## config.mk

```make
export PLATFORM = sky130hd
export DESIGN_NAME = gdl_front
export DESIGN_NICKNAME = d
export VERILOG_FILES = /design/src/design/gdl_pkg.sv /design/src/design/gdl_front.sv
export SDC_FILE = /design/constraint.sdc
export NUM_CORES = 1
export LEC_CHECK = 0
export ABC_CLOCK_PERIOD_IN_PS = 16900
export BUFFER_PORTS_ARGS = -buffer_cell sky130_fd_sc_hd__buf_2
export CAP_MARGIN = 20
export CORE_MARGIN = 2
export CORE_UTILIZATION = 53
export DETAILED_ROUTE_END_ITERATION = 7
export PLACE_DENSITY_LB_ADDON = 0.12
export REMOVE_ABC_BUFFERS = 1
export SYNTH_ARGS = -nofsm -noshare
export SYNTH_HDL_FRONTEND = slang
export SYNTH_SLANG_ARGS = --single-unit
```

## constraint.sdc

```tcl
create_clock -name vclk -period 16.9
set_input_delay 1.69 -clock vclk [all_inputs]
set_output_delay 1.69 -clock vclk [all_outputs]
set_load 0.02 [all_outputs]
```

## src/design/gdl_pkg.sv

```systemverilog
`default_nettype none

package gdl_pkg;

  localparam int OpW         = 3;
  localparam int CountW      = 2;
  localparam int ValueW      = 17;
  localparam int OutW        = 6;
  localparam int NumLanes    = 3;
  localparam int QueueDepth  = 2;

  // Weights are carried as Q30 accumulators before the final rounding.
  localparam int AccFrac     = 30;
  localparam int AccW        = AccFrac + 1;
  localparam int NumFracBits = 8;
  localparam int FracIdxW    = $clog2(NumFracBits);
  localparam int NumMulStages = NumFracBits + 1;
  localparam int NumDivBits  = 5;

  localparam int IdxW        = 5;
  localparam int TenthW      = 4;
  localparam int ExpIntLen   = 18;
  localparam int PlStep      = 10;
  localparam int PlLimit     = ExpIntLen * PlStep;
  localparam int GlLimit     = ExpIntLen << NumFracBits;
  localparam int Recip10     = 205;
  localparam int Recip10Shift = 11;
  localparam int Recip10ProdW = 16;

  localparam logic [2*AccW-1:0] Q30Half = 62'(1) << (AccFrac - 1);

  localparam logic signed [OutW-1:0] TenthsMissing = -6'sd10;
  localparam logic signed [OutW-1:0] TenthsZero    = 6'sd0;

  typedef enum logic [OpW-1:0] {
    OpPl     = 3'd0,
    OpGl     = 3'd1,
    OpGt     = 3'd2,
    OpMono   = 3'd3,
    OpNoData = 3'd4
  } op_e;

  typedef enum logic {
    KindFixed      = 1'b0,
    KindLikelihood = 1'b1
  } kind_e;

  typedef struct packed {
    kind_e                  kind;
    logic signed [OutW-1:0] fixed_tenths;
  } ctl_t;

  typedef struct packed {
    ctl_t                                  ctl;
    logic [NumLanes-1:0]                   live;
    logic [NumLanes-1:0][IdxW-1:0]         int_idx;
    logic [NumLanes-1:0][TenthW-1:0]       tenth_idx;
    logic [NumLanes-1:0][NumFracBits-1:0]  frac_bits;
  } job_t;

  // exp(-k) in Q30 for whole steps k.
  function automatic logic [AccW-1:0] exp_int(input logic [IdxW-1:0] idx);
    logic [AccW-1:0] val;
    case (idx)
      5'd0:    val = 31'd1073741824;
      5'd1:    val = 31'd395007542;
      5'd2:    val = 31'd145315154;
      5'd3:    val = 31'd53458458;
      5'd4:    val = 31'd19666267;
      5'd5:    val = 31'd7234816;
      5'd6:    val = 31'd2661540;
      5'd7:    val = 31'd979126;
      5'd8:    val = 31'd360200;
      5'd9:    val = 31'd132510;
      5'd10:   val = 31'd48748;
      5'd11:   val = 31'd17933;
      5'd12:   val = 31'd6597;
      5'd13:   val = 31'd2427;
      5'd14:   val = 31'd893;
      5'd15:   val = 31'd328;
      5'd16:   val = 31'd121;
      5'd17:   val = 31'd44;
      default: val = '0;
    endcase
    return val;
  endfunction

  // exp(-r/10) in Q30.
  function automatic logic [AccW-1:0] exp_tenth(input logic [TenthW-1:0] idx);
    logic [AccW-1:0] val;
    case (idx)
      4'd0:    val = 31'd1073741824;
      4'd1:    val = 31'd971561780;
      4'd2:    val = 31'd879105452;
      4'd3:    val = 31'd795447508;
      4'd4:    val = 31'd719750669;
      4'd5:    val = 31'd651257337;
      4'd6:    val = 31'd589282007;
      4'd7:    val = 31'd533204410;
      4'd8:    val = 31'd482463302;
      4'd9:    val = 31'd436550848;
      default: val = '0;
    endcase
    return val;
  endfunction

  // exp(-2^i/256) in Q30.
  function automatic logic [AccW-1:0] exp_bit(input logic [FracIdxW-1:0] idx);
    logic [AccW-1:0] val;
    case (idx)
      3'd0:    val = 31'd1069555701;
      3'd1:    val = 31'd1065385899;
      3'd2:    val = 31'd1057095000;
      3'd3:    val = 31'd1040706261;
      3'd4:    val = 31'd1008687095;
      3'd5:    val = 31'd947573834;
      3'd6:    val = 31'd836230973;
      3'd7:    val = 31'd651257337;
      default: val = '0;
    endcase
    return val;
  endfunction

  // Q30 product, rounded half up. Operands never exceed 1.0, so neither does the result.
  function automatic logic [AccW-1:0] q30_mul(input logic [AccW-1:0] a,
                                              input logic [AccW-1:0] b);
    logic [2*AccW-1:0] prod;
    prod = (62'(a) * 62'(b)) + Q30Half;
    return prod[AccFrac +: AccW];
  endfunction

endpackage

`default_nettype wire

```

## src/design/gdl_front.sv

```systemverilog
`default_nettype none

module gdl_front #(
  parameter int MAX_VALUES = 3
) (
  input  logic [gdl_pkg::OpW-1:0]           operation_i,
  input  logic [gdl_pkg::CountW-1:0]        value_count_i,
  input  logic signed [gdl_pkg::ValueW-1:0] value_a_i,
  input  logic signed [gdl_pkg::ValueW-1:0] value_b_i,
  input  logic signed [gdl_pkg::ValueW-1:0] value_c_i,
  output gdl_pkg::job_t                     job_o
);

  localparam int NumLanes = gdl_pkg::NumLanes;
  localparam int ValueW   = gdl_pkg::ValueW;
  localparam int CountW   = gdl_pkg::CountW;
  localparam int ProdW    = gdl_pkg::Recip10ProdW;
  localparam int IdxW     = gdl_pkg::IdxW;
  localparam int TenthW   = gdl_pkg::TenthW;
  localparam int FracW    = gdl_pkg::NumFracBits;
  localparam int OutW     = gdl_pkg::OutW;

  gdl_pkg::op_e             op;
  logic                     is_gl;
  logic [CountW-1:0]        count;
  logic [NumLanes-1:0]      used;
  logic signed [ValueW-1:0] vals [NumLanes];
  logic signed [ValueW-1:0] ref_val;
  logic [ValueW:0]          diff [NumLanes];
  logic [ValueW-1:0]        delta [NumLanes];
  logic [ProdW-1:0]         prod [NumLanes];
  logic [IdxW-1:0]          quo10 [NumLanes];
  logic [FracW-1:0]         rem10 [NumLanes];
  logic [CountW-1:0]        nonzero_cnt;
  logic [OutW-1:0]          gt_tenths;

  assign op    = gdl_pkg::op_e'(operation_i);
  assign is_gl = (op == gdl_pkg::OpGl);
  assign count = (value_count_i > CountW'(MAX_VALUES)) ? CountW'(MAX_VALUES) : value_count_i;

  assign vals[0] = value_a_i;
  assign vals[1] = value_b_i;
  assign vals[2] = value_c_i;

  always_comb begin
    for (int i = 0; i < NumLanes; i++) begin
      used[i] = (i < int'(count));
    end
  end

  // PL is measured from the smallest value, GL from the largest.
  always_comb begin
    ref_val = vals[0];
    for (int i = 1; i < NumLanes; i++) begin
      if (used[i] && (is_gl ? (vals[i] > ref_val) : (vals[i] < ref_val))) begin
        ref_val = vals[i];
      end
    end
  end

  always_comb begin
    nonzero_cnt = '0;
    for (int i = 0; i < NumLanes; i++) begin
      diff[i] = is_gl ? ({ref_val[ValueW-1], ref_val} - {vals[i][ValueW-1], vals[i]})
                      : ({vals[i][ValueW-1], vals[i]} - {ref_val[ValueW-1], ref_val});
      delta[i] = diff[i][ValueW-1:0];
      // Divide the low eight bits of the phred distance by ten through the reciprocal; exact over that range.
      prod[i]  = ProdW'(delta[i][FracW-1:0]) * ProdW'(gdl_pkg::Recip10);
      quo10[i] = prod[i][gdl_pkg::Recip10Shift +: IdxW];
      rem10[i] = delta[i][FracW-1:0] - (FracW'(quo10[i]) << 3) - (FracW'(quo10[i]) << 1);
      nonzero_cnt = nonzero_cnt + CountW'(used[i] && (vals[i] != '0));
    end
  end

  assign gt_tenths = OutW'({nonzero_cnt, 3'b000}) + OutW'({nonzero_cnt, 1'b0});

  always_comb begin
    job_o = '0;
    for (int i = 0; i < NumLanes; i++) begin
      if (is_gl) begin
        job_o.live[i]      = used[i] && (delta[i] < ValueW'(gdl_pkg::GlLimit));
        job_o.int_idx[i]   = delta[i][FracW +: IdxW];
        job_o.tenth_idx[i] = '0;
        job_o.frac_bits[i] = delta[i][FracW-1:0];
      end else begin
        job_o.live[i]      = used[i] && (delta[i] < ValueW'(gdl_pkg::PlLimit));
        job_o.int_idx[i]   = quo10[i];
        job_o.tenth_idx[i] = rem10[i][TenthW-1:0];
        job_o.frac_bits[i] = '0;
      end
    end

    job_o.ctl.kind         = gdl_pkg::KindFixed;
    job_o.ctl.fixed_tenths = gdl_pkg::TenthsMissing;
    case (op)
      gdl_pkg::OpPl, gdl_pkg::OpGl: begin
        if (count != '0) begin
          job_o.ctl.kind = gdl_pkg::KindLikelihood;
        end
      end
      gdl_pkg::OpGt: begin
        if (count != '0) begin
          job_o.ctl.fixed_tenths = gt_tenths;
        end
      end
      gdl_pkg::OpMono: begin
        job_o.ctl.fixed_tenths = gdl_pkg::TenthsZero;
      end
      default: begin
        job_o.ctl.fixed_tenths = gdl_pkg::TenthsMissing;
      end
    endcase
  end

endmodule

`default_nettype wire

```

Word level (Yosys, flattened, before mapping) --
Cells that the tools add are included.
Cells by class: multipliers 3, $lt $le $gt $ge 14, multiplexer cells 24, equal/unequal tests 3, reductions and logical operators 17, $add $sub $neg 15
Operators by type and width (number):
- $sub 17x17->17 | 6
- $mux 17 | 5
- $lt 17x13->1 const B | 3
- $lt 17x8->1 const B | 3
- $reduce_bool 17->1 | 3
- $mul 8x8->16 const B | 3
- $gt 17x17->1 | 2
- $lt 17x17->1 | 2
- $mux 8 | 3
- $sub 4x4->4 | 6
- $mux 5 | 3
- $mux 4 | 3
- $pmux 6 s2 | 1
- $logic_and 1x1->1 | 11
- $mux 1 | 7
- $add 5x3->6 | 1
- $eq 3x2->1 const B | 2
- $mux 6 | 1
- $lt 1x2->1 const A | 2
- $eq 3x1->1 const B | 1
- $logic_not 3->1 | 1
- $add 1x1->2 | 1
- $add 2x1->2 | 1
- $gt 2x2->1 const B | 1
- other kinds (4) | 4
Word-level totals: logic and storage cells 76, flip-flop bits (word level) 0

Longest topological paths before layout --
word-level depth 15, gate-level depth with buffers 55

Least setup slack after synthesis --
Ideal clock, no wire load.
path type in2out, from in value_a_i[2] (netlist name), to out job_o[27] (netlist name), stages on the path 52, buffers on the path 4, arrival 13296 ps, slack 1914 ps, cell sequence inv_1 > ha_1 > a21oi_1 > o21ai_1 > a2111o_1 > a2111o_1 > o21ai_2 > clkbuf_1 > clkbuf_1 > buf_1 > a21oi_1 > ha_1 > and4_1 > and3_4 > a221o_1 > nor3_4 > mux2i_1 > nand2_1 > [16 not listed] > fa_1 > inv_1 > fa_1 > inv_1 > ha_1 > or3_1 > o21ai_0 > a21oi_1 > a21oi_1 > nand2b_1 > a221oi_1 > ha_1 > and2_1 > a2111oi_0 > nand4_1 > xnor2_1 > xnor2_1 > nor2_1
RTL lines:
- from (decl) | RTL line gdl_front.sv:8 | input logic signed [gdl_pkg::ValueW-1:0] value_a_i,
- to (decl) | RTL line gdl_front.sv:11 | output gdl_pkg::job_t job_o

==> impl_summary.log <==
INFO  metric globalRoute.totalOverflow = 0
INFO  metric ant_nets = 0
INFO  metric critPathSlowestCell = sky130_fd_sc_hd__a2111oi_0
INFO  metric timing.critical_path.mode_cell = sky130_fd_sc_hd__inv_1
INFO  metric routed_wire_length_per_instance = 19.7 um
INFO  metric holdPathStages = 3
INFO  metric grt_antenna_before_repair = 0
INFO  metric postCtsResizedCells = 0
INFO  metric design_area = 11900 um^2
INFO  metric grt.total_usage = 0.324
INFO  metric max_slew_vio_count = 0
INFO  metric instance_area_at_placement = 11900 um^2
INFO  metric floorplan.die_area = 22300 um^2
INFO  metric synth.avg_cell_area = 7.25 um^2
INFO  metric post_synth_inst_count = 1542
INFO  metric seq_area_frac_synth = 0
INFO  metric layout.area.seq = 0 um^2
INFO  metric placement.setup.worst_slack = 0.770 ns
INFO  metric worst_path_dominant_cell_family = compound AO/OA/AOI/OAI gates
INFO  metric crit_path_start = value_a_i[2]
INFO  metric detailed_place_hpwl = 30800 um
INFO  metric max_cap_violations = 0
INFO  metric ys_warn_count = 0
INFO  metric initial_core_util = 0.535
INFO  metric finalSetupTns = 0 ns
INFO  metric floorplan.core_area = 20900 um^2
INFO  metric setup_violations = 0
INFO  metric drt-vias-per-instance = 6.11
INFO  metric max_clock_freq = 63.3 MHz
INFO  metric io_pins = 117
INFO  metric worst_slew_pin_slew = 0.930 ns
INFO  metric grt_start_max_net_pins = 69
INFO  metric post_synth_fa_ha_maj_area_fraction = 0.369
INFO  metric worstSetupPathType = in -> out
INFO  metric layout.cells.non_filler = 1868
INFO  metric yosys.cell_types.count = 82
INFO  metric hold_class = in -> out
INFO  metric relSlewSlack = 0.372
INFO  metric post_synth_xor_area_fraction = 0.0694
INFO  metric min_period = 15.80 ns
INFO  metric syn_area = 11200 um^2
INFO  metric critPathLaunchType = primary input
INFO  metric fraction_of_the_mapped_netlist_area_in_compound_gates = 0.257
INFO  metric floorplan.die.height = 149 um
INFO  metric outcome = completed
INFO  metric drive_above_1_share = 0.105
INFO  metric num-clock-buffers = 0
INFO  metric largest_family_of_logic_cells_by_synthesized_area = adder cells
INFO  metric seq_cells = 0
INFO  metric globalplace.congestion = 1.03
INFO  metric critical_path.max_fanout = 25
INFO  metric route.detailed.drc = 0
INFO  metric first_pass_iters = 5
INFO  metric first_global_vias = 10.7k
INFO  metric slowest_delay = 0.66 ns
INFO  metric dieWidth = 149 um
INFO  metric cp_data_required_time = 15.21 ns
INFO  metric hold_buffers = 0
INFO  metric worst_ep_arrival_time = 14.11 ns
INFO  metric rsz0062_at_grt = false
INFO  metric synth.area.mux_share = 0.0206
INFO  metric wl = 36800 um
INFO  metric place_inst = 1868
INFO  metric drt_first_iter_violations = 770
INFO  metric worst-path-buf-inv = 10
INFO  metric antenna_cells = 0
INFO  metric worst-path-stages = 50
INFO  metric placement.io_buffers = 116
INFO  metric route.vias.total = 11.4k
INFO  metric synthSimpleGateAreaFrac = 0.203
INFO  metric report.final.hold_viol_count = 0
INFO  metric layout_setup_ws = 1.10 ns
INFO  metric nNetsFinal = 1957
INFO  metric post_cts_setup_buffer_count = 0
INFO  metric critical_path.endpoint_type = output pin
INFO  metric layout-area-overhead-vs-synth = 6.42%
INFO  metric layout_worst_path_cycle_share = 0.935
INFO  metric floorplan.rows = 53
INFO  metric grt_first_pass_wirelength = 57600 um
INFO  metric min-delay-start = operation_i[1]
-- cells in the mapped netlist (all sizes together) (25+ instances only) --
library cell / number / area [um^2]
ha: 266 / 3330
inv: 160 / 601
nor2: 147 / 552
a21oi: 118 / 598
nand2: 109 / 409
o21ai: 78 / 398
a21o: 54 / 405
clkbuf: 53 / 199
xnor2: 52 / 455
fa: 40 / 801
xor2: 34 / 298
nor3: 33 / 176
nand3: 30 / 150
nand4: 29 / 181
nor2b: 29 / 181
o21a: 26 / 196
a211oi: 25 / 205
-- layout make-up --
cell class         count  area [um^2]
fillers             2115         9000
well taps            275          344
multi-input cells   1310        10300
repair buffers       123          633
inverters            160          601
-- stage by stage --
stage	hold slack (ns)	util
finish	3.69	0.569
floorplan	3.46	-
detailed placement	3.70	0.568
CTS	3.70	0.568
global route	3.72	0.569
global placement	3.69	0.568
-- placed cells by master (no fill, tap or decap), types with 6 or more instances in the layout --
| cell | count |
|---|---|
| sky130_fd_sc_hd__a2111oi_0 | 11 |
| sky130_fd_sc_hd__a211o_1 | 7 |
| sky130_fd_sc_hd__a211oi_1 | 23 |
| sky130_fd_sc_hd__a21o_1 | 54 |
| sky130_fd_sc_hd__a21oi_1 | 115 |
| sky130_fd_sc_hd__a31o_2 | 6 |
| sky130_fd_sc_hd__a31oi_1 | 18 |
| sky130_fd_sc_hd__and2_1 | 14 |
| sky130_fd_sc_hd__and3_1 | 12 |
| sky130_fd_sc_hd__buf_2 | 116 |
| sky130_fd_sc_hd__buf_4 | 7 |
| sky130_fd_sc_hd__fa_1 | 40 |
| sky130_fd_sc_hd__ha_1 | 266 |
| sky130_fd_sc_hd__inv_1 | 160 |
| sky130_fd_sc_hd__mux2i_1 | 14 |
| sky130_fd_sc_hd__nand2_1 | 109 |
| sky130_fd_sc_hd__nand2b_1 | 15 |
| sky130_fd_sc_hd__nand3_1 | 30 |
| sky130_fd_sc_hd__nand4_1 | 29 |
| sky130_fd_sc_hd__nor2_1 | 147 |
| sky130_fd_sc_hd__nor2b_1 | 29 |
| sky130_fd_sc_hd__nor3_1 | 32 |
| sky130_fd_sc_hd__nor4_1 | 11 |
| sky130_fd_sc_hd__o211ai_1 | 10 |
| sky130_fd_sc_hd__o21a_1 | 25 |
| sky130_fd_sc_hd__o21ai_0 | 73 |
| sky130_fd_sc_hd__o21bai_1 | 12 |
| sky130_fd_sc_hd__o31ai_1 | 9 |
| sky130_fd_sc_hd__or2_2 | 9 |
| sky130_fd_sc_hd__or3_1 | 8 |
| sky130_fd_sc_hd__xnor2_1 | 51 |
| sky130_fd_sc_hd__xor2_1 | 34 |
-- final timing paths --
check             slack [ns]        end
setup / recovery        1.10  job_o[31]
hold / removal          3.69  job_o[60]
-- cells by family (layout without fill, tap and decap cells) --
group | after synthesis | in the layout
XOR/XNOR | 87 | 87
buffers and inverters | 232 | 283
multiplexers | 22 | 22
AO/OA/AOI/OAI | 427 | 427
other | 1 | 1
adder cells (fa/ha/maj) | 306 | 306
AND/OR/NAND/NOR | 467 | 467
-- per-layer routing --
layer	routed length, um	GRT usage	share of wire	vias to the layer above
li1	-	-	-	5590
met5	0	0	0	-
met1	17100	0.460	0.47	5360
met3	2490	0.0401	0.068	49
met2	16100	0.521	0.44	407
met4	1070	0.0805	0.029	0
Power is not shown: default switching activity piles up to over one toggle a cycle in this logic, so the estimate is an artifact.
