`src/design/gdl_pkg.sv`:
```
`default_nettype none

package gdl_pkg;

  localparam int OpW         = 3;
  localparam int CountW      = 2;
  localparam int ValueW      = 17;
  localparam int OutW        = 6;
  localparam int NumLanes    = 3;
  localparam int QueueDepth  = 2;

  // Weights are carried as Q30 accumulators before the final rounding.
  localparam int AccFrac     = 30;
  localparam int AccW        = AccFrac + 1;
  localparam int NumFracBits = 8;
  localparam int FracIdxW    = $clog2(NumFracBits);
  localparam int NumMulStages = NumFracBits + 1;
  localparam int NumDivBits  = 5;

  localparam int IdxW        = 5;
  localparam int TenthW      = 4;
  localparam int ExpIntLen   = 18;
  localparam int PlStep      = 10;
  localparam int PlLimit     = ExpIntLen * PlStep;
  localparam int GlLimit     = ExpIntLen << NumFracBits;
  localparam int Recip10     = 205;
  localparam int Recip10Shift = 11;
  localparam int Recip10ProdW = 16;

  localparam logic [2*AccW-1:0] Q30Half = 62'(1) << (AccFrac - 1);

  localparam logic signed [OutW-1:0] TenthsMissing = -6'sd10;
  localparam logic signed [OutW-1:0] TenthsZero    = 6'sd0;

  typedef enum logic [OpW-1:0] {
    OpPl     = 3'd0,
    OpGl     = 3'd1,
    OpGt     = 3'd2,
    OpMono   = 3'd3,
    OpNoData = 3'd4
  } op_e;

  typedef enum logic {
    KindFixed      = 1'b0,
    KindLikelihood = 1'b1
  } kind_e;

  typedef struct packed {
    kind_e                  kind;
    logic signed [OutW-1:0] fixed_tenths;
  } ctl_t;

  typedef struct packed {
    ctl_t                                  ctl;
    logic [NumLanes-1:0]                   live;
    logic [NumLanes-1:0][IdxW-1:0]         int_idx;
    logic [NumLanes-1:0][TenthW-1:0]       tenth_idx;
    logic [NumLanes-1:0][NumFracBits-1:0]  frac_bits;
  } job_t;

  // exp(-k) in Q30 for whole steps k.
  function automatic logic [AccW-1:0] exp_int(input logic [IdxW-1:0] idx);
    logic [AccW-1:0] val;
    case (idx)
      5'd0:    val = 31'd1073741824;
      5'd1:    val = 31'd395007542;
      5'd2:    val = 31'd145315154;
      5'd3:    val = 31'd53458458;
      5'd4:    val = 31'd19666267;
      5'd5:    val = 31'd7234816;
      5'd6:    val = 31'd2661540;
      5'd7:    val = 31'd979126;
      5'd8:    val = 31'd360200;
      5'd9:    val = 31'd132510;
      5'd10:   val = 31'd48748;
      5'd11:   val = 31'd17933;
      5'd12:   val = 31'd6597;
      5'd13:   val = 31'd2427;
      5'd14:   val = 31'd893;
      5'd15:   val = 31'd328;
      5'd16:   val = 31'd121;
      5'd17:   val = 31'd44;
      default: val = '0;
    endcase
    return val;
  endfunction

  // exp(-r/10) in Q30.
  function automatic logic [AccW-1:0] exp_tenth(input logic [TenthW-1:0] idx);
    logic [AccW-1:0] val;
    case (idx)
      4'd0:    val = 31'd1073741824;
      4'd1:    val = 31'd971561780;
      4'd2:    val = 31'd879105452;
      4'd3:    val = 31'd795447508;
      4'd4:    val = 31'd719750669;
      4'd5:    val = 31'd651257337;
      4'd6:    val = 31'd589282007;
      4'd7:    val = 31'd533204410;
      4'd8:    val = 31'd482463302;
      4'd9:    val = 31'd436550848;
      default: val = '0;
    endcase
    return val;
  endfunction

  // exp(-2^i/256) in Q30.
  function automatic logic [AccW-1:0] exp_bit(input logic [FracIdxW-1:0] idx);
    logic [AccW-1:0] val;
    case (idx)
      3'd0:    val = 31'd1069555701;
      3'd1:    val = 31'd1065385899;
      3'd2:    val = 31'd1057095000;
      3'd3:    val = 31'd1040706261;
      3'd4:    val = 31'd1008687095;
      3'd5:    val = 31'd947573834;
      3'd6:    val = 31'd836230973;
      3'd7:    val = 31'd651257337;
      default: val = '0;
    endcase
    return val;
  endfunction

  // Q30 product, rounded half up. Operands never exceed 1.0, so neither does the result.
  function automatic logic [AccW-1:0] q30_mul(input logic [AccW-1:0] a,
                                              input logic [AccW-1:0] b);
    logic [2*AccW-1:0] prod;
    prod = (62'(a) * 62'(b)) + Q30Half;
    return prod[AccFrac +: AccW];
  endfunction

endpackage

`default_nettype wire

```
`src/design/gdl_queue.sv`:
```
`default_nettype none

module gdl_queue (
  input  logic          clk_i,
  input  logic          rst_ni,
  input  logic          push_valid_i,
  output logic          push_ready_o,
  input  gdl_pkg::job_t push_job_i,
  output logic          pop_valid_o,
  input  logic          pop_ready_i,
  output gdl_pkg::job_t pop_job_o
);

  localparam int Depth = gdl_pkg::QueueDepth;
  localparam int PtrW  = $clog2(Depth);
  localparam int CntW  = $clog2(Depth + 1);

  gdl_pkg::job_t   slots_q [Depth];
  logic [PtrW-1:0] wr_ptr_q, wr_ptr_d;
  logic [PtrW-1:0] rd_ptr_q, rd_ptr_d;
  logic [CntW-1:0] count_q, count_d;
  logic            push, pop;

  assign push_ready_o = (count_q != CntW'(Depth));
  assign pop_valid_o  = (count_q != '0);
  assign pop_job_o    = slots_q[rd_ptr_q];

  assign push = push_valid_i & push_ready_o;
  assign pop  = pop_valid_o & pop_ready_i;

  always_comb begin
    wr_ptr_d = wr_ptr_q;
    rd_ptr_d = rd_ptr_q;
    if (push) begin
      wr_ptr_d = (wr_ptr_q == PtrW'(Depth - 1)) ? '0 : wr_ptr_q + PtrW'(1);
    end
    if (pop) begin
      rd_ptr_d = (rd_ptr_q == PtrW'(Depth - 1)) ? '0 : rd_ptr_q + PtrW'(1);
    end
    count_d = count_q + CntW'(push) - CntW'(pop);
  end

  always_ff @(posedge clk_i or negedge rst_ni) begin
    if (!rst_ni) begin
      wr_ptr_q <= '0;
      rd_ptr_q <= '0;
      count_q  <= '0;
    end else begin
      wr_ptr_q <= wr_ptr_d;
      rd_ptr_q <= rd_ptr_d;
      count_q  <= count_d;
    end
  end

  always_ff @(posedge clk_i) begin
    if (push) begin
      slots_q[wr_ptr_q] <= push_job_i;
    end
  end

endmodule

`default_nettype wire

```
`config.mk`:
```
export PLATFORM = sky130hd
export DESIGN_NAME = gdl_queue
export DESIGN_NICKNAME = d
export VERILOG_FILES = /design/src/design/gdl_pkg.sv /design/src/design/gdl_queue.sv
export SDC_FILE = /design/constraint.sdc
export NUM_CORES = 1
export LEC_CHECK = 0
export BUFFER_PORTS_ARGS = -buffer_cell sky130_fd_sc_hd__buf_2
export CAP_MARGIN = 40
export CORE_MARGIN = 10
export CORE_UTILIZATION = 56
export CTS_CLUSTER_DIAMETER = 100
export CTS_CLUSTER_SIZE = 16
export DETAILED_ROUTE_END_ITERATION = 7
export PLACE_DENSITY = 0.85
export SETUP_SLACK_MARGIN = 0.3
export SLEW_MARGIN = 20
export SYNTH_ARGS = -nofsm -noshare
export SYNTH_HDL_FRONTEND = slang
export SYNTH_SLANG_ARGS = --single-unit
```
`constraint.sdc`:
```
create_clock -name clk_i -period 6.14 [get_ports clk_i]
set_input_delay 0 -clock clk_i [delete_from_list [all_inputs] [get_ports clk_i]]
set_output_delay 0 -clock clk_i [all_outputs]
set_load 0.01 [all_outputs]
```
# Word-level counts from Yosys, hierarchy flattened
# Memory sizes are Yosys's and may differ from the RTL's.
# Index checks and enable logic that the tools add are counted.
[word_totals]
mem_count = 1
regBits = 4
ramBits = 122
word_cells = 16
[mem_list]
columns = ["name", "depth", "width", "read_ports", "rd_clocked_by_memory_dff", "write_ports", "line_no", "source"]
rows = [
  ["slots_q", 2, 61, 1, 0, 1, "gdl_queue.sv:18", "gdl_pkg::job_t slots_q [Depth];"],
]
[classes]
bitwise_logic = 2
eq_ne = 1
n_mux = 4
reduce_logical = 1
n_addsub = 4
[ops]
columns = ["operator", "n"]
rows = [
  ["$mux W1", 4],
  ["$add A1 B1 Y1 const B", 2],
  ["$add A2 B1 Y2", 1],
  ["$and A1 B1 Y1", 2],
  ["$ne A2 B2 Y1 const B", 1],
  ["$reduce_bool A2 Y1", 1],
  ["$sub A2 B1 Y2", 1],
]

# Depth between registers and ports, before layout
# Gate-level depths: netlist (run 1).
[depth]
depth_word = 4
depth_mapped = 5
depth_no_buf = 5

# Worst setup path before layout (run 1)
# No wires, ideal clock.
[synth_path]
path_kind = "register -> register"
from = "reg count_q[0]"
to = "mem slots_q[0][0] in the netlist's numbering (enable)"
setup_time_ps = 480
stages_incl_launch_ff = 4
required_time_ps = 5660
slack_ps = 2399
t_arrival_ps = 3261
cell_sequence = "dfrtp_1 -> nand2b_1 -> nand2_1 -> nor2_1"
[synth_between]
elab_chain_cells = 4
[synth_rtl]
columns = ["element", "line_no", "source"]
rows = [
  ["start, declared", "gdl_queue.sv:21", "logic [CntW-1:0] count_q, count_d;"],
  ["start signal, assigned", "gdl_queue.sv:51", "count_q <= count_d;"],
  ["$ne A2 B2 Y1", "gdl_queue.sv:24", "assign push_ready_o = (count_q != CntW'(Depth));"],
  ["via push_ready_o", "gdl_queue.sv:7", "output logic push_ready_o,"],
  ["$and A1 B1 Y1", "gdl_queue.sv:28", "assign push = push_valid_i & push_ready_o;"],
  ["$mux W1", "gdl_queue.sv:56", "if (push) begin"],
  ["$mux W1 (not written as such)", "gdl_queue.sv:57", "slots_q[wr_ptr_q] <= push_job_i;"],
  ["end, declared", "gdl_queue.sv:18", ""],
]
# The timed path passes the listed nets, and every way through them passes these cells.

==> flow_metrics.env, run 1 <==
export IMPL_worst_pin_slew_ns=0.717
export IMPL_antenna_found_initial=0
export IMPL_syn_area_per_cell_um2=21.9
export IMPL_cp_cell_sequence="buf_4 -> mux2_2 -> buf_2"
export IMPL_grt_pass1_wl_um=16200
export IMPL_cp_required_ns=6.14
export IMPL_final_hold_viol_count=0
export IMPL_dieArea_um2=12300
export IMPL_cts_tree="done"
export IMPL_cts_htree_levels=4
export IMPL_max_clock_freq_mhz=424
export IMPL_grt_use_total=0.167
export IMPL_met3_usage=0.0644
export IMPL_coreArea_um2=8130
export IMPL_final_setup_tns_ns=0
export IMPL_ant_nets=0
export IMPL_maxCapViolations=0
export IMPL_synth_seq_cells=126
export IMPL_via_per_inst=5.01
export IMPL_leakagePower_nw=2.55
export IMPL_cts_buffers_inserted=17
export IMPL_final_nets=486
export IMPL_syn_inst=212
export IMPL_grt_busiest_layer="met2"
export IMPL_die_x_um=111
export IMPL_whs_ns=0.225
export IMPL_path_buf_inv=2
export IMPL_insertion_delay_ns=0.49
export IMPL_status="finished, final reports clean"
export IMPL_syn_num_nets=278
export IMPL_maxSlewViolCount=0
export IMPL_synth_cell_types=18
export IMPL_cp_slowest_stage_delay_ns=0.74
export IMPL_wl_per_cell_um=19.1
export IMPL_setup_viol_count_final=0
export IMPL_utilization=0.813
export IMPL_crit_type="flop to primary output"
export IMPL_drt_initial_drc_count=100
export IMPL_clock_skew_ns=0.00869
export IMPL_via_count=2698
export IMPL_drc=0
export IMPL_dp_hpwl_um=5970
export IMPL_clock_sinks=126
export IMPL_drt_wl_total_um=10300
export IMPL_row_count=33
export IMPL_rsz0062_at_grt="no"
export IMPL_fin_crit_sh=0.385
export IMPL_ys_warnings_count=0
export IMPL_grt_max_degree=38
export IMPL_n_fill_cell=427
export IMPL_crit_family="flip-flops"
export IMPL_cp_end_kind="primary output"
export IMPL_die_h_um=111
export IMPL_antennaDiodeCount=0
export IMPL_met1_usage=0.184
export IMPL_total_power_w=0.00303
export IMPL_synth_top_cell_by_area="edfxtp_1"
export IMPL_start_util=0.571
export IMPL_cpMaxStageDelayCell="dfrtp_2"
export IMPL_critPathMaxFanout=37
export IMPL_drt_first_pass_iters=6
export IMPL_place_gp_congestion=0.728
export IMPL_io_pins=128
export IMPL_cp_start_kind="flop"
export IMPL_clock_path_buffers=2
export IMPL_min_path_type="primary input to flop"
export IMPL_cts_clk_slew_worst_paths_ns=0.06
export IMPL_portBuffers=127
export IMPL_p_per_area_nw_per_um2=459
export IMPL_area_delta_synth_final_pct=42.5
export IMPL_syn_cell_area_um2=4640
export IMPL_slew_headroom=0.522
export IMPL_period_minus_slack_ns=2.36
export IMPL_critPathArrivalTime_ns=2.36
export IMPL_multi_input_area_um2=815
export IMPL_final_layout_size_suffix_gt1_frac=0.517
export IMPL_regArea_um2=3760
export IMPL_irDropWorstVdd_uv=309
export IMPL_overflow=0
export IMPL_root_buffer="clkbuf_8"
export IMPL_yosysSeqAreaShare=0.811
export IMPL_netlist_top_cells_area="edfxtp_1 (79%), mux2_2 (15%), dfrtp_1 (2.2%), buf_6 (1.5%), xnor2_1 (0.57%)"
export IMPL_grt_use_met2=0.291
export IMPL_synth_top_area_frac=0.789
export IMPL_final_cell_count_no_fill=538
export IMPL_placed_cells=440
export IMPL_grt_pass1_vias=2988
final timing paths:
path / startpoint / end / cells after the start / slack, ns
max in group asynchronous: rst_ni / rd_ptr_q$_DFFE_PN0P_ / 3 / 5.56
hold reg to reg: wr_ptr_q$_DFFE_PN0P_ / wr_ptr_q$_DFFE_PN0P_ / 1 / 0.54
setup / recovery: rd_ptr_q$_DFFE_PN0P_ / pop_job_o[13] / 3 / 3.78
min in group asynchronous: rst_ni / count_q[1]$_DFF_PN0_ / 3 / 0.40
setup reg to reg: count_q[0]$_DFF_PN0_ / slots_q[1][56]$_DFFE_PP_ / 3 / 3.98
hold / removal: push_job_i[0] / slots_q[0][0]$_DFFE_PP_ / 2 / 0.23
cells in the mapped netlist:
cell / count
edfxtp_1: 122
nor2_1: 3
nand2_1: 2
or2_2: 1
a32oi_1: 1
a21bo_1: 1
buf_6: 6
buf_2: 1
nand3_1: 1
a211oi_1: 1
ha_1: 1
and3_1: 1
o21ai_0: 1
xnor2_1: 3
nor2b_1: 1
dfrtp_1: 4
mux2_2: 61
nand2b_1: 1
placed cells by master, fill, tap and decap left out, drive strengths merged:
cell type    netlist  final
o21ai              1      1
nand3              1      1
nand2              2      2
mux2              61     61
edfxtp           122    122
inv                0      1
or2                1      1
clkinvlp           0      1
nor2b              1      1
ha                 1      1
a21bo              1      1
a32oi              1      1
nor2               3      3
a211oi             1      1
nand2b             1      1
clkinv             0      7
dlygate4sd3        0     65
bufinv             0      3
and3               1      1
buf                7    131
xnor2              3      3
dfrtp              4      4
clkbuf             0     20
cells by family (layout without fill, tap and decap cells):
family                     after synthesis  after routing  share of synthesized area
xor gates and xnor gates                 3              3                    0.00566
and+or+nand+nor                         10             10                     0.0105
buffers and inverters                    7            228                     0.0156
muxes                                   61             61                      0.148
DFF                                    126            126                      0.811
AOI/OAI and AO/OA                        4              4                    0.00674
adders and majority gates                1              1                    0.00269
report_power, final:
part           total [W]  switching (W)  internal (W)
clock           0.000945       0.000331      0.000614
combinational   0.000824       0.000427      0.000397
sequential       0.00126      0.0000870       0.00118
total            0.00303       0.000845       0.00219
layout make-up:
type                       instances  area share
sequential                       126       0.569
timing repair buffer             196       0.202
multi-input combinational         79       0.123
clock buffer                      20      0.0643
clock inverter                    12      0.0217
tap                              105      0.0199
what timing repair did:
action	CTS	global route
resized for setup	0	0
endpoints found under the hold margin	130	0
hold buffers	65	0
buffers inserted	0	0
per-layer routing:
layer,vias to the layer above,part of all wire
li1,1259,-
met1,1323,0.39
met2,104,0.53
met3,12,0.065
met4,0,0.012
met5,-,0
flip-flops by register name, indices dropped and copies added (netlist names):
register	flops
rd_ptr_q	1
slots_q	122
wr_ptr_q	1
count_q	2
metrics by stage:
| stage | instance area (µm²) | setup slack, ns |
|---|---|---|
| after global placement | 5370 | 3.90 |
| after global routing | 6620 | 3.65 |
| final | 6620 | 3.78 |
| after floorplan | 4640 | 2.40 |
| after CTS | 6590 | 3.74 |
| after detailed placement | 5370 | 3.87 |
(Power assumes the default switching activity.)
==> inputs of run 2 (changes only) <==
Settings changed: ABC_AREA from default to 1, CORE_UTILIZATION 56 to 47, PLACE_DENSITY 0.85 to 0.76.
Clock period 6.14 ns to 2 ns, I/O delays scaled along.
==> run 2 against run 1 <==
Design area up 1.6%. Synthesized cell count up 65%. Non-clock buffer count up 1. Register-to-register slack worse by 3.5 ns. Sequential cell count unchanged. First-iteration DRC count up 71%. Utilization down 12 points. Sequential share of layout area down 0.92 points. Cell count up 30%. Count of clock-buffer cells in the layout down 2. Global-route usage down 1.4 points. Clock power rose to 3.2 times the previous value. Critical endpoint is now pop_job_o[59]. Largest cell class unchanged.
==> flow_metrics.env, run 2 <==
export IMPL_worst_pin_slew_ns=0.352
export IMPL_cp_start_kind="flop"
export IMPL_synthArstFlopShare=0.0317
export IMPL_final_common_cell="nand2_1"
export IMPL_drt_initial_drc_count=171
export IMPL_rsz0062_at_grt="no"
export IMPL_cts_clk_slew_worst_paths_ns=0.06
export IMPL_io_pins=128
export IMPL_die_h_um=120
export IMPL_top_regs="slots_q (122), count_q (2)"
export IMPL_p_per_area_nw_per_um2=1450
export IMPL_synth_most_common_cell="nand2_1"
export IMPL_clock_skew_ns=0.0128
export IMPL_period_minus_slack_ns=1.61
export IMPL_place_gp_congestion=0.693
export IMPL_netlist_top_cells_area="edfxtp_1 (78%), nand2_1 (15%), dfrtp_1 (2.1%), buf_6 (1.4%), buf_2 (0.64%)"
export IMPL_cp_end_kind="primary output"
export IMPL_hp_start="push_job_i[5]"
export IMPL_fin_crit_sh=0.804
export IMPL_r2r_start="count_q[1]$_DFF_PN0_"
export IMPL_start_util=0.482
export IMPL_met3_usage=0.0595
export IMPL_leakagePower_nw=2.91
export IMPL_drt_wl_total_um=11000
export IMPL_coreArea_um2=9730
export IMPL_met1_usage=0.155
export IMPL_ant_nets=0
export IMPL_synth_common_cells="nand2_1 (190), edfxtp_1 (122), inv_1 (7)"
export IMPL_final_nets=619
export IMPL_grt_max_degree=63
export IMPL_via_count=3236
export IMPL_final_layout_size_suffix_gt1_frac=0.297
export IMPL_row_count=36
export IMPL_min_path_type="primary input to flop"
export IMPL_mostFrequentLayoutCells="nand2_1 (190), buf_2 (127), edfxtp_1 (122)"
export IMPL_total_power_w=0.00977
export IMPL_syn_num_nets=416
export IMPL_syn_area_per_cell_um2=13.4
export IMPL_syn_inst=350
export IMPL_critPathMaxFanout=62
export IMPL_grt_pass1_vias=3501
export IMPL_crit_type="flop to primary output"
export IMPL_via_per_inst=4.62
export IMPL_rr_worst_depth=9
export IMPL_final_cell_count_no_fill=700
export IMPL_syn_cell_area_um2=4690
export IMPL_startpoint="rd_ptr_q$_DFFE_PN0P_"
export IMPL_setup_viol_count_final=0
export IMPL_critPathArrivalTime_ns=1.61
export IMPL_maxSlewViolCount=0
export IMPL_irDropWorstVdd_uv=725
export IMPL_cts_htree_levels=4
export IMPL_ff2ff_setup_slack_ns=0.47
export IMPL_area_delta_synth_final_pct=43.4
export IMPL_grt_busiest_layer="met2"
export IMPL_placed_cells=602
export IMPL_grt_use_total=0.153
export IMPL_r2r_end="count_q[1]$_DFF_PN0_"
export IMPL_synth_top_cell_by_area="edfxtp_1"
export IMPL_cts_tree="done"
export IMPL_ys_warnings_count=0
export IMPL_largest_register_ffs=122
export IMPL_final_setup_tns_ns=0
export IMPL_cts_buffers_inserted=17
export IMPL_die_x_um=120
export IMPL_final_hold_viol_count=0
export IMPL_synth_flop_cell="edfxtp_1"
export IMPL_max_clock_freq_mhz=622
export IMPL_regMostFlops="slots_q"
export IMPL_holdPathStages=2
export IMPL_insertion_delay_ns=0.51
export IMPL_portBuffers=127
export IMPL_status="finished, final reports clean"
export IMPL_synth_cell_types=16
export IMPL_dieArea_um2=14400
export IMPL_hold_end="slots_q[1][5]$_DFFE_PP_"
export IMPL_slew_headroom=0.766
export IMPL_yosysSeqAreaShare=0.803
export IMPL_grt_use_met2=0.272
export IMPL_clock_sinks=126
export IMPL_synth_seq_cells=126
export IMPL_maxCapViolations=0
export IMPL_clock_path_buffers=2
export IMPL_synth_top_area_frac=0.781
export IMPL_wl_per_cell_um=15.7
export IMPL_cp_required_ns=2.00
export IMPL_overflow=0
export IMPL_grt_pass1_wl_um=17100
export IMPL_drc=0
export IMPL_drt_first_pass_iters=4
export IMPL_antenna_found_initial=1
export IMPL_root_buffer="clkbuf_8"
export IMPL_dp_hpwl_um=6440
export IMPL_post_cts_buffers=0
export IMPL_synth_edff_count=122
run 2: layer usage:
metal / routed length (µm) / share of wire / up-vias
met5: 0 / 0 / -
met4: 243 / 0.022 / 0
met3: 804 / 0.073 / 23
met2: 5710 / 0.52 / 125
met1: 4210 / 0.38 / 1503
li1: - / - / 1585
run 2: cell type report:
cell class | instances | area [µm²]
Timing Repair Buffer | 197 | 1360
Clock buffer | 18 | 418
Tap cell | 133 | 166
Sequential cell | 126 | 3760
Multi-Input combinational cell | 203 | 806
Clock inverter | 14 | 169
Fill cell | 697 | 3000
Inverter | 8 | 42.5
Antenna cell | 1 | 2.50
run 2: kinds of logic (layout without fill, tap and decap cells):
logic type | count (synthesis) | in the layout | share of synthesized area
AOI/OAI and AO/OA | 2 | 2 | 0.00213
DFF | 126 | 126 | 0.803
adders and majority gates | 1 | 1 | 0.00267
and+or+nand+nor | 199 | 199 | 0.161
xor gates and xnor gates | 1 | 1 | 0.00187
other | 0 | 1 | 0
buffers and inverters | 21 | 237 | 0.0294
run 2: where the power goes:
part | switching [W] | internal [W]
clock network | 0.00109 | 0.00189
logic | 0.00196 | 0.00103
registers | 0.000187 | 0.00361
total | 0.00324 | 0.00653
run 2: timing repair:
| item | 4_1_cts | 5_1_grt |
|---|---|---|
| endpoints found under the setup margin | 61 | 7 |
| cloned | 0 | 0 |
| gates resized for setup | 3 | 2 |
| endpoints found under the hold margin | 130 | 0 |
| hold buffers | 65 | 0 |
run 2: metrics by stage:
step | utilization | setup slack, ns | cell area (µm²) | hold slack [ns]
2_1_floorplan | - | 0.0251 | 4710 | -0.296
3_3_place_gp | 0.562 | 0.594 | 5470 | -0.189
3_5_place_dp | 0.562 | 0.533 | 5470 | -0.191
4_1_cts | 0.690 | 0.344 | 6710 | 0.185
5_1_grt | 0.691 | 0.305 | 6730 | 0.195
6_report | 0.691 | 0.392 | 6730 | 0.204
run 2: how the worst max path moves through the flow:
| stage | end | depth (start not counted) |
|---|---|---|
| detailed placement | count_q[1]$_DFF_PN0_ | 11 |
| CTS | pop_job_o[20] | 4 |
| global placement | slots_q[0][12]$_DFFE_PP_ | 4 |
| finish | pop_job_o[59] | 4 |
| floorplan | slots_q[0][0]$_DFFE_PP_ | 3 |
| global route | pop_job_o[13] | 4 |
run 2: critical path, cell delays in order (launching register included):
cell,delay [ns]
dfrtp_2,0.45
clkinv_8,0.23
nand2_1,0.13
nand2_1,0.09
buf_2,0.15
==> inputs of run 3 (changes only) <==
Clock period 2 ns to 1.46 ns, I/O delays scaled along.
==> run 3 against run 2 <==
The run now ends with setup timing left. Count of clock-buffer cells in the layout is 1 lower. Clock skew hardly changed. First-iteration DRC count is 120% higher. Non-clock buffer count is 68 higher. Power is 100% higher. Sequential cell count stayed put. Setup slack worse by 0.60 ns. Hold slack worse by 0.018 ns. Wire length is 78% higher. Combinational power grew to 3.3 times the previous value. Critical path type is now flop to flop.
==> flow_metrics.env, run 3 (synthesis results as in run 2) <==
export IMPL_critPathArrivalTime_ns=1.92
export IMPL_fin_ws_ns=-0.209
export IMPL_cts_tree="done"
export IMPL_grt_pass1_vias=4379
export IMPL_antennaDiodeCount=0
export IMPL_place_gp_congestion=0.743
export IMPL_final_hold_viol_count=0
export IMPL_p_sw_frac=0.353
export IMPL_ff2ff_setup_slack_ns=-0.21
export IMPL_via_count=4117
export IMPL_dieArea_um2=14400
export IMPL_cp_depth=8
export IMPL_clock_skew_ns=0.0124
export IMPL_irDropWorstVdd_uv=1370
export IMPL_rr_worst_depth=8
export IMPL_grt_pass1_wl_um=24800
export IMPL_start_util=0.482
export IMPL_io_pins=128
export IMPL_period_minus_slack_ns=1.67
export IMPL_cpMaxStageDelayCell="dfrtp_1"
export IMPL_setup_viol_count_final=186
export IMPL_utilization=0.900
export IMPL_largest_register_ffs=122
export IMPL_clkPwrFrac=0.227
export IMPL_cts_htree_levels=4
export IMPL_cp_end_kind="flop"
export IMPL_grt_use_total=0.229
export IMPL_cp_start_kind="flop"
export IMPL_final_common_cell="edfxtp_1"
export IMPL_via_per_inst=5.35
export IMPL_p_comb_frac=0.500
export IMPL_final_setup_tns_ns=-25.06
export IMPL_insertion_delay_ns=0.53
export IMPL_critPathMaxFanout=7
export IMPL_p_per_area_nw_per_um2=2250
export IMPL_final_layout_size_suffix_gt1_frac=0.513
export IMPL_ant_nets=0
export IMPL_die_h_um=120
export IMPL_grt_max_degree=17
export IMPL_p_int_w=0.0127
export IMPL_seqPwrFrac=0.273
export IMPL_clock_sinks=126
export IMPL_cp_required_ns=1.71
export IMPL_drc=0
export IMPL_crit_top_cell="nand2_4"
export IMPL_cts_buffers_inserted=17
export IMPL_rsz0062_at_grt="yes"
export IMPL_top_regs="slots_q (122), count_q (2)"
export IMPL_max_clock_freq_mhz=599
export IMPL_coreArea_um2=9730
export IMPL_min_path_type="primary input to flop"
export IMPL_die_x_um=120
export IMPL_maxSlewViolCount=0
export IMPL_cp_slowest_stage_delay_ns=0.42
export IMPL_area_delta_synth_final_pct=86.6
export IMPL_root_buffer="clkbuf_8"
export IMPL_crit_type="flop to flop"
export IMPL_overflow=0
export IMPL_portBuffers=127
export IMPL_drt_initial_drc_count=374
export IMPL_dp_hpwl_um=6840
export IMPL_clock_path_buffers=2
export IMPL_path_buf_inv=5
export IMPL_status="finished with violations"
export IMPL_maxCapViolations=0
export IMPL_antenna_found_initial=0
export IMPL_drt_wl_total_um=19500
export IMPL_violations="setup timing"
export IMPL_cts_clk_slew_worst_paths_ns=0.06
export IMPL_wl_per_cell_um=25.4
export IMPL_leakagePower_nw=3.74
export IMPL_slew_headroom=0.796
export IMPL_fin_crit_sh=1.14
export IMPL_mostFrequentLayoutCells="edfxtp_1 (122), nand2_1 (112), buf_2 (95)"
export IMPL_cp_cell_sequence="inv_2 -> nand2_4 -> nand2_4 -> buf_6 -> nor2_4 -> buf_12 -> buf_8 -> clkbuf_16"
export IMPL_final_nets=689
export IMPL_regMostFlops="slots_q"
export IMPL_holdPathStages=2
export IMPL_crit_family="buffers and inverters"
export IMPL_worst_pin_slew_ns=0.305
export IMPL_drt_first_pass_iters=5
export IMPL_p_sw_w=0.00695
export IMPL_total_power_w=0.0197
export IMPL_row_count=36
[run 3: changes by cell type in the layout (fill, tap and decap cells not counted), sizes merged]
cell / before / now
clkinv: 7 / 6
clkbuf: 18 / 23
diode: 1 / 0
clkinvlp: 4 / 5
inv: 8 / 10
buf: 132 / 194
bufinv: 3 / 4
[run 3: cell type report]
class	instances	area (µm²)
tap	133	166
timing repair buffer	265	2930
sequential	126	3770
inverter	8	56.3
multi-input combinational	203	1190
clock inverter	15	195
clock buffer	17	414
fill	344	977
timing repair inverter	2	27.5
[run 3: worst register-to-register path, stage by stage, from the launching register on]
cell,delay [ns]
dfrtp_1,0.42
inv_2,0.08
nand2_4,0.09
nand2_4,0.09
buf_6,0.15
nor2_4,0.12
buf_12,0.18
buf_8,0.13
clkbuf_16,0.13
[run 3: path summary, 6_finish.rpt]
path / to / startpoint
hold / removal: slots_q[1][45]$_DFFE_PP_ / push_job_i[45]
hold reg to reg: wr_ptr_q$_DFFE_PN0P_ / wr_ptr_q$_DFFE_PN0P_
min in group asynchronous: wr_ptr_q$_DFFE_PN0P_ / rst_ni
setup reg to reg: slots_q[1][60]$_DFFE_PP_ / count_q[0]$_DFF_PN0_
max in group asynchronous: count_q[1]$_DFF_PN0_ / rst_ni
setup / recovery: slots_q[1][60]$_DFFE_PP_ / count_q[0]$_DFF_PN0_
[run 3: power by group through the flow]
stage	combinational, W	clock [W]	sequential (W)
after CTS	0.00755	0.00430	0.00520
after global placement	0.00414	0	0.00520
after floorplan	0.00245	0	0.00519
after detailed placement	0.00420	0	0.00524
after global routing	0.0102	0.00462	0.00541
final	0.00983	0.00446	0.00537
[run 3: repair_timing]
action | CTS | global route
setup endpoints to repair | 188 | 189
resized for setup | 101 | 115
hold endpoints to repair | 130 | 0
gates cloned | 23 | 7
hold buffers | 65 | 0
buffers inserted | 32 | 4
pin swaps | 19 | 17
[run 3: layer usage]
metal  global-route usage  up-vias  part of all wire
li1                     -     1742                 -
met1                0.237     2027              0.34
met2                0.412      277              0.54
met3               0.0652       71             0.075
met4                0.121        0             0.046
met5                    0        -                 0
[run 3: metrics by stage]
step	worst slack [ns]	instances	area (µm²)	hold slack, ns
after floorplan	-0.515	350	4710	-0.296
after global placement	0.111	606	5560	-0.187
after detailed placement	0.0164	606	5560	-0.189
after CTS	-0.132	758	8060	0.189
after global routing	-0.254	769	8750	0.193
final	-0.209	769	8750	0.186
